--- config.mk ---
export PLATFORM = sky130hd
export DESIGN_NAME = timestamp_history_nearest_match
export DESIGN_NICKNAME = d
export VERILOG_FILES = /design/src/hdl/tshnm_pkg.sv /design/src/hdl/tshnm_store.sv /design/src/hdl/tshnm_cmp.sv /design/src/hdl/timestamp_history_nearest_match.sv
export SDC_FILE = /design/constraint.sdc
export NUM_CORES = 1
export LEC_CHECK = 0
export CORE_MARGIN = 10
export CORE_UTILIZATION = 26
export CTS_BUF_LIST = sky130_fd_sc_hd__clkbuf_16
export DETAILED_ROUTE_END_ITERATION = 6
export DONT_BUFFER_PORTS = 1
export MAX_ROUTING_LAYER = met4
export SLEW_MARGIN = 30
export SYNTH_ARGS = -nofsm -noshare
export SYNTH_HDL_FRONTEND = slang
export SYNTH_SLANG_ARGS = --single-unit
--- constraint.sdc ---
create_clock -name i_clk -period 4.4 [get_ports i_clk]
set_input_delay 0.88 -clock i_clk [delete_from_list [all_inputs] [get_ports i_clk]]
set_output_delay 0.88 -clock i_clk [all_outputs]
set_load 0.1 [all_outputs]
--- src/hdl/tshnm_pkg.sv ---
`timescale 1ns / 1ps
`default_nettype none

package tshnm_pkg;

    localparam int SLOTS        = 16;
    localparam int SLOT_W       = $clog2(SLOTS);
    localparam int CNT_W        = $clog2(SLOTS + 1);
    localparam int STAMP_W      = 32;
    localparam int SLOT_FIELD_W = 4;

    localparam logic [STAMP_W-1:0] MAX_GAP_RESET = 32'd400000;
    localparam logic [CNT_W-1:0]   SLOTS_CNT     = CNT_W'(SLOTS);
    localparam logic [SLOT_W-1:0]  LAST_SLOT     = SLOT_W'(SLOTS - 1);

    typedef enum logic {
        KIND_SAVE = 1'b0,
        KIND_FIND = 1'b1
    } t_kind;

    typedef struct packed {
        t_kind               kind;
        logic [STAMP_W-1:0]  stamp;
    } t_in;

    typedef struct packed {
        logic [SLOT_FIELD_W-1:0] slot;
        logic                    hit;
    } t_out;

    typedef enum logic [1:0] {
        S_IDLE,
        S_WALK,
        S_DONE
    } t_state;

    typedef struct packed {
        logic              init;
        logic              valid;
        logic [SLOT_W-1:0] idx;
    } t_cmp_ctl;

    // low bits of a slot number, zero-extended when the index is narrower
    function automatic logic [SLOT_FIELD_W-1:0] slot_field(input logic [SLOT_W-1:0] idx);
        logic [SLOT_W+SLOT_FIELD_W-1:0] ext;
        ext = {{SLOT_FIELD_W{1'b0}}, idx};
        return ext[SLOT_FIELD_W-1:0];
    endfunction

endpackage

`default_nettype wire

--- src/hdl/tshnm_store.sv ---
`timescale 1ns / 1ps
`default_nettype none

module tshnm_store (
    input  wire logic                          i_clk,
    input  wire logic                          i_we,
    input  wire logic [tshnm_pkg::SLOT_W-1:0]  i_waddr,
    input  wire logic [tshnm_pkg::STAMP_W-1:0] i_wdata,
    input  wire logic [tshnm_pkg::SLOT_W-1:0]  i_raddr,
    output logic      [tshnm_pkg::STAMP_W-1:0] o_rdata
);
    import tshnm_pkg::*;

    logic [STAMP_W-1:0] r_mem [SLOTS];

    always_ff @(posedge i_clk) begin
        if (i_we) begin
            r_mem[i_waddr] <= i_wdata;
        end
    end

    always_ff @(posedge i_clk) begin
        o_rdata <= r_mem[i_raddr];
    end

endmodule

`default_nettype wire

--- src/hdl/tshnm_cmp.sv ---
`timescale 1ns / 1ps
`default_nettype none

module tshnm_cmp (
    input  wire logic                          i_clk,
    input  wire logic                          i_rst_n,
    input  wire tshnm_pkg::t_cmp_ctl           i_ctl,
    input  wire logic [tshnm_pkg::STAMP_W-1:0] i_init_gap,
    input  wire logic [tshnm_pkg::STAMP_W-1:0] i_stored,
    input  wire logic [tshnm_pkg::STAMP_W-1:0] i_query,
    output logic                               o_busy,
    output logic      [tshnm_pkg::SLOT_W-1:0]  o_best_idx,
    output logic                               o_found
);
    import tshnm_pkg::*;

    logic               r_diff_v;
    logic [STAMP_W-1:0] r_diff;
    logic [SLOT_W-1:0]  r_diff_idx;
    logic [STAMP_W-1:0] r_best_gap;
    logic [SLOT_W-1:0]  r_best_idx;
    logic               r_found;
    logic [STAMP_W-1:0] n_diff;
    logic               n_better;

    always_comb begin
        n_diff   = (i_stored > i_query) ? (i_stored - i_query) : (i_query - i_stored);
        // strict compare keeps the oldest slot on a tie
        n_better = r_diff_v && (r_diff < r_best_gap);
    end

    always_ff @(posedge i_clk) begin
        if (!i_rst_n) begin
            r_diff_v <= 1'b0;
            r_found  <= 1'b0;
        end else begin
            r_diff_v <= i_ctl.valid;
            if (i_ctl.init) begin
                r_found <= 1'b0;
            end else if (n_better) begin
                r_found <= 1'b1;
            end
        end
    end

    always_ff @(posedge i_clk) begin
        r_diff     <= n_diff;
        r_diff_idx <= i_ctl.idx;
        if (i_ctl.init) begin
            r_best_gap <= i_init_gap;
            r_best_idx <= '0;
        end else if (n_better) begin
            r_best_gap <= r_diff;
            r_best_idx <= r_diff_idx;
        end
    end

    assign o_busy     = r_diff_v;
    assign o_best_idx = r_best_idx;
    assign o_found    = r_found;

endmodule

`default_nettype wire

--- src/hdl/timestamp_history_nearest_match.sv ---
`timescale 1ns / 1ps
`default_nettype none

// Ring history of snapshot time stamps. A save item stores its stamp at the
// head slot and returns that slot with hit set; a find item returns the
// oldest slot whose stamp lies strictly nearest the query and strictly within
// max_gap, or slot 0 with hit clear. One item is worked at a time: a save
// passes through the done state to the result register, and a find walks
// the filled slots, oldest first, through the single difference-and-compare
// unit, one stored stamp per cycle, read through the registered read port
// of the stamp memory, before it goes the same way. The input is ready again
// once the result register is loaded.
module timestamp_history_nearest_match (
    input  wire logic                          i_clk,
    input  wire logic                          i_rst_n,
    input  wire logic                          i_valid,
    output logic                               o_ready,
    input  wire tshnm_pkg::t_in                i_item,
    output logic                               o_valid,
    input  wire logic                          i_ready,
    output tshnm_pkg::t_out                    o_item,
    input  wire logic                          i_cfg_we,
    input  wire logic [tshnm_pkg::STAMP_W-1:0] i_cfg_data
);
    import tshnm_pkg::*;

    t_state             r_state;
    t_state             n_state;
    logic [STAMP_W-1:0] r_max_gap;
    logic [SLOT_W-1:0]  r_head;
    logic [CNT_W-1:0]   r_fill;
    logic [CNT_W-1:0]   r_iss;
    logic [SLOT_W-1:0]  r_ptr;
    logic               r_rd_v;
    logic [SLOT_W-1:0]  r_rd_idx;
    t_kind              r_kind;
    logic [STAMP_W-1:0] r_query;
    t_out               r_res;
    logic               r_out_v;
    t_out               r_out;

    logic               in_acc;
    logic               walk_issue;
    logic               res_push;
    logic               mem_we;
    logic [CNT_W-1:0]   head_ext;
    logic [SLOT_W-1:0]  start;
    logic [STAMP_W-1:0] rdata;
    t_cmp_ctl           cmp_ctl;
    logic               cmp_busy;
    logic [SLOT_W-1:0]  best_idx;
    logic               found;
    t_out               res;

    assign in_acc   = i_valid && o_ready;
    assign mem_we   = in_acc && (i_item.kind == KIND_SAVE);
    assign head_ext = CNT_W'(r_head);

    // oldest filled slot: head minus fill, wrapped
    always_comb begin
        if (head_ext >= r_fill) begin
            start = SLOT_W'(head_ext - r_fill);
        end else begin
            start = SLOT_W'(SLOTS_CNT - (r_fill - head_ext));
        end
    end

    always_comb begin
        n_state = r_state;
        unique case (r_state)
            S_IDLE: begin
                if (in_acc) begin
                    n_state = (i_item.kind == KIND_SAVE) ? S_DONE : S_WALK;
                end
            end
            S_WALK: begin
                if ((r_iss == r_fill) && !r_rd_v && !cmp_busy) begin
                    n_state = S_DONE;
                end
            end
            S_DONE: begin
                if (!r_out_v || i_ready) begin
                    n_state = S_IDLE;
                end
            end
            default: n_state = S_IDLE;
        endcase
    end

    always_comb begin
        o_ready    = 1'b0;
        walk_issue = 1'b0;
        res_push   = 1'b0;
        unique case (r_state)
            S_IDLE:  o_ready    = 1'b1;
            S_WALK:  walk_issue = (r_iss != r_fill);
            S_DONE:  res_push   = !r_out_v || i_ready;
            default: o_ready    = 1'b0;
        endcase
    end

    always_comb begin
        if (r_kind == KIND_FIND) begin
            res.slot = slot_field(best_idx);
            res.hit  = found;
        end else begin
            res = r_res;
        end
    end

    always_ff @(posedge i_clk) begin
        if (!i_rst_n) begin
            r_state   <= S_IDLE;
            r_max_gap <= MAX_GAP_RESET;
            r_head    <= '0;
            r_fill    <= '0;
            r_iss     <= '0;
            r_rd_v    <= 1'b0;
            r_out_v   <= 1'b0;
        end else begin
            r_state <= n_state;
            r_rd_v  <= walk_issue;
            if (i_cfg_we) begin
                r_max_gap <= i_cfg_data;
            end
            if (mem_we) begin
                r_head <= (r_head == LAST_SLOT) ? '0 : r_head + 1'b1;
                if (r_fill != SLOTS_CNT) begin
                    r_fill <= r_fill + 1'b1;
                end
            end
            if (in_acc) begin
                r_iss <= '0;
            end else if (walk_issue) begin
                r_iss <= r_iss + 1'b1;
            end
            if (res_push) begin
                r_out_v <= 1'b1;
            end else if (i_ready) begin
                r_out_v <= 1'b0;
            end
        end
    end

    always_ff @(posedge i_clk) begin
        r_rd_idx <= r_ptr;
        if (in_acc) begin
            r_kind   <= i_item.kind;
            r_query  <= i_item.stamp;
            r_ptr    <= start;
            r_res.slot <= slot_field(r_head);
            r_res.hit  <= 1'b1;
        end else if (walk_issue) begin
            r_ptr <= (r_ptr == LAST_SLOT) ? '0 : r_ptr + 1'b1;
        end
        if (res_push) begin
            r_out <= res;
        end
    end

    assign cmp_ctl.init  = in_acc && (i_item.kind == KIND_FIND);
    assign cmp_ctl.valid = r_rd_v;
    assign cmp_ctl.idx   = r_rd_idx;

    tshnm_store u_store (
        .i_clk   (i_clk),
        .i_we    (mem_we),
        .i_waddr (r_head),
        .i_wdata (i_item.stamp),
        .i_raddr (r_ptr),
        .o_rdata (rdata)
    );

    tshnm_cmp u_cmp (
        .i_clk      (i_clk),
        .i_rst_n    (i_rst_n),
        .i_ctl      (cmp_ctl),
        .i_init_gap (r_max_gap),
        .i_stored   (rdata),
        .i_query    (r_query),
        .o_busy     (cmp_busy),
        .o_best_idx (best_idx),
        .o_found    (found)
    );

    assign o_valid = r_out_v;
    assign o_item  = r_out;

    a_fill_bound: assert property (@(posedge i_clk) disable iff (!i_rst_n)
        r_fill <= SLOTS_CNT)
        else $error("fill count beyond slot count");

    a_issue_bound: assert property (@(posedge i_clk) disable iff (!i_rst_n)
        r_iss <= r_fill)
        else $error("walk read past filled slots");

    a_save_advance: assert property (@(posedge i_clk) disable iff (!i_rst_n)
        mem_we |=> (r_state == S_DONE) && (r_head != $past(r_head)))
        else $error("save item did not advance head");

endmodule

`default_nettype wire
==> impl_metrics.ini <==
[outcome]
outcome = finished, final reports clean

[setup_path]
r2r_setup_slack_ns = 1.05
cpMaxStageDelayCell = nor2_4
crit_family = simple AND/OR/NAND/NOR gates
path_max_fanout = 17
start_kind = flip-flop
crit_arrival_ns = 3.69
crit_chain = nor2_2 > buf_4 > nand2_1 > nor2_1 > nand2_1 > nor2_4 > buf_12
slowest_delay_ns = 0.70
crit_path_end_kind = flip-flop
crit_path_frequent_cell = nand2_1
critPathKind = flip-flop to flip-flop
crit_required_ns = 4.74
timing.rr.start = r_state[1]
reg2regPathDepth = 7
r2r-end = u_store.r_mem[11][31]
cp_num_buf_inv = 2

[floorplan]
boundaryPins = 77
dieHeight_um = 362.1
start_util_pct = 26.19
coreArea_sq_um = 116200
rows = 125
die-area_sq_um = 131100
die_w_um = 362.1

[final_layout]
fin_nets = 2256
syn_to_final_growth_pct = 15.31
drive_gt1_share_pct = 14.83
final_cell_mix = edfxtp_1, mux2i_1, inv_1
n_fill_cell = 11410
mostFrequentLayoutCell = edfxtp_1
final_cell_area_sq_um = 35090
instances_no_fill = 3662

[yosys]
synth_top_family_by_area = multiplexers
yosys_warnings = 0
synth-simple-area-share_pct = 4.309
ys.flop_type = edfxtp_1
synth_sequential_area_ratio_pct = 66.64
synth.avg_cell_area_sq_um = 14.92
syn_inst = 2039
synth_seq_cells = 718
synthMuxAreaShare_pct = 11.96
synth_cell_types = 61
async_flop_share_pct = 0
synth_xor_area_share_pct = 1.410
synth_compound_area_share_pct = 8.244
synth-edff-count = 590
synth_fa_ha_area_share_pct = 4.556
synth_fp_nets = 2218
synth.cell_area_sq_um = 30430

[sta]
max_freq_mhz = 298.9
setup_violations = 0
min_period_over_period_pct = 76.05
slew_viol_final = 0
worst_pin_slew_ns = 0.9732
setup_tns_ns = 0
clock_skew_ns = 0.03606
fin_crit_ns = 3.346
rsz0062_at_grt = no
hold_violations = 0
relSlewSlack_pct = 35.03

[power_and_ir_drop]
switching_share_pct = 28.12
ir_drop_mv = 0.2664
pwr-share-comb_pct = 20.5
p_seq_share_pct = 44.9
p_switching_mw = 5.055
p_per_area_nw_per_um2 = 512.3
internal_power_mw = 12.92
pwr-share-clk_pct = 34.6
p_leak_nw = 12.57

[global_routing]
use_met1_pct = 13.79
use_met3_pct = 2.861
grt_pass1_vias = 17110
grt_start_max_net_pins = 68
grt_pass1_wl_mm = 107.5
grt_use_met2_pct = 17.16
busiest_layer = met2
gr-total-overflow = 0
grt_antenna_before_repair = 4
grt_use_total_pct = 10.97

[routing]
drcViolationCount = 0
drt-initial-drc-count = 1183
via_per_inst = 4.537
wl_per_cell_um = 19.43
first_pass_iters = 5
final_antenna_net_count = 0
routed_wl_mm = 71.14
vias = 16610

[clock_network]
htreeDepth = 3
insertion_delay_ns = 0.64
postCtsResizedCells = 0
cts-root-buf = clkbuf_16
cts.clk_slew.worst_paths_ns = 0.06
cts_made_buffers = 77
cts.sink_count = 718
cts_buffer_depth = 3
hold_buffers = 0
cts_tree = built
post_cts_buffers = 0

[placed_design]
dp.cells = 3522
dpl_cell_area_sq_um = 32600
io_buffer_count = 0
place_congestion = 0.8184
dpl.hpwl_mm = 46.17

[hold_path]
worstHoldStart = i_rst_n
worstHoldEndpoint = r_max_gap[11]
min-delay-path-class = primary input to flip-flop
hold_depth = 1

[run]
maxCapViolCount = 0
## state kept, by name, indices dropped and copies added, names as in the netlist
register,flops
r_ptr,4
u_store.o_rdata,32
u_cmp.r_best_gap,32
r_query,32
r_res,4
u_cmp.o_busy,1
r_iss,5
u_cmp.o_best_idx,4
r_state,2
u_cmp.o_found,1
o_item,5
r_max_gap,32
o_valid,1
r_fill,5
r_kind,1
u_cmp.r_diff,32
r_head,4
r_rd_idx,4
u_store.r_mem,512
u_cmp.r_diff_idx,4
r_rd_v,1
## power groups by stage
stage	sequential, mW	clock [mW]	combinational [mW]
2_1_floorplan	8.11	0	2.81
3_3_place_gp	8.23	0	3.62
3_5_place_dp	8.22	0	3.66
4_1_cts	8.08	6.39	3.68
5_1_grt	8.12	6.68	4.07
6_report	8.07	6.22	3.68
## per-layer routing
metal | part of all wire, % | vias to the layer above
met2 | 46 | 428
met4 | 2.4 | 0
met1 | 45 | 8265
met5 | 0 | -
met3 | 6.8 | 120
li1 | - | 7801
## stage by stage
step	total power, mW	hold slack [ns]	utilization, %	setup slack (ns)
final	17.98	0.3252	30.20	1.054
after global placement	11.85	0.3113	28.03	0.9969
after CTS	18.15	0.2965	30.19	0.9235
after detailed placement	11.88	0.3121	28.05	0.9078
after floorplan	10.92	0.3096	-	-0.2117
after global routing	18.88	0.3023	30.19	0.8654
## logic make-up after synthesis
kind of cell | count (synthesis)
AO/OA/AOI/OAI | 387
adder cells (fa/ha/maj) | 109
AND/OR/NAND/NOR | 279
multiplexers | 276
XOR/XNOR | 49
buffers and inverters | 221
flip-flops | 718
## cells in the mapped netlist (all sizes together) (2+ instances only)
master / count / area, sq um
a211o: 3 / 26.28
a211oi: 9 / 67.56
a21boi: 3 / 22.52
a21o: 37 / 277.8
a21oi: 109 / 553.0
a221o: 3 / 30.03
a221oi: 34 / 304.0
a22oi: 32 / 240.2
a31oi: 8 / 56.30
and2: 8 / 50.05
and3: 6 / 37.54
buf: 38 / 188.9
clkbuf: 57 / 214.0
dfxtp: 128 / 2562
edfxtp: 590 / 17720
fa: 3 / 60.06
ha: 106 / 1326
inv: 125 / 469.2
mux2: 61 / 686.9
mux2i: 151 / 1511
mux4: 64 / 1441
nand2: 108 / 405.4
nand2b: 12 / 75.07
nand3: 15 / 75.07
nand4: 22 / 137.6
nor2: 53 / 198.9
nor2b: 35 / 219.0
nor3: 13 / 65.06
o211ai: 9 / 77.57
o21a: 6 / 45.04
o21ai: 102 / 510.5
o21bai: 14 / 105.1
o221ai: 3 / 43.80
o22ai: 2 / 12.51
o311ai: 2 / 17.52
o31ai: 4 / 35.03
or2: 3 / 18.77
xnor2: 32 / 280.3
xor2: 17 / 148.9
## cell type report
type                       instances  area (sq um)  share of cell area [%]
clock buffer                      79          1977                   5.634
sequential                       718         20280                   57.79
inverter                         126         473.0                   1.348
antenna                            1         2.502                0.007132
timing repair buffer              54         508.0                   1.448
clock inverter                    60         510.5                   1.455
tap                             1524          1907                   5.434
multi-input combinational       1100          9432                   26.88
## worst max-delay path by stage
stage	start	end	slack (ns)	cells past startpoint
global route	r_state[1]	u_store.r_mem[11][5]	0.87	7
detailed placement	i_valid	u_store.r_mem[11][29]	0.91	5
finish	r_state[1]	u_store.r_mem[11][31]	1.05	7
floorplan	r_state[1]	u_store.r_mem[15][0]	-0.21	5
CTS	r_state[1]	u_store.r_mem[11][5]	0.92	7
global placement	i_valid	u_store.r_mem[11][31]	1.0	5
Power figures use the tool's default switching activity.
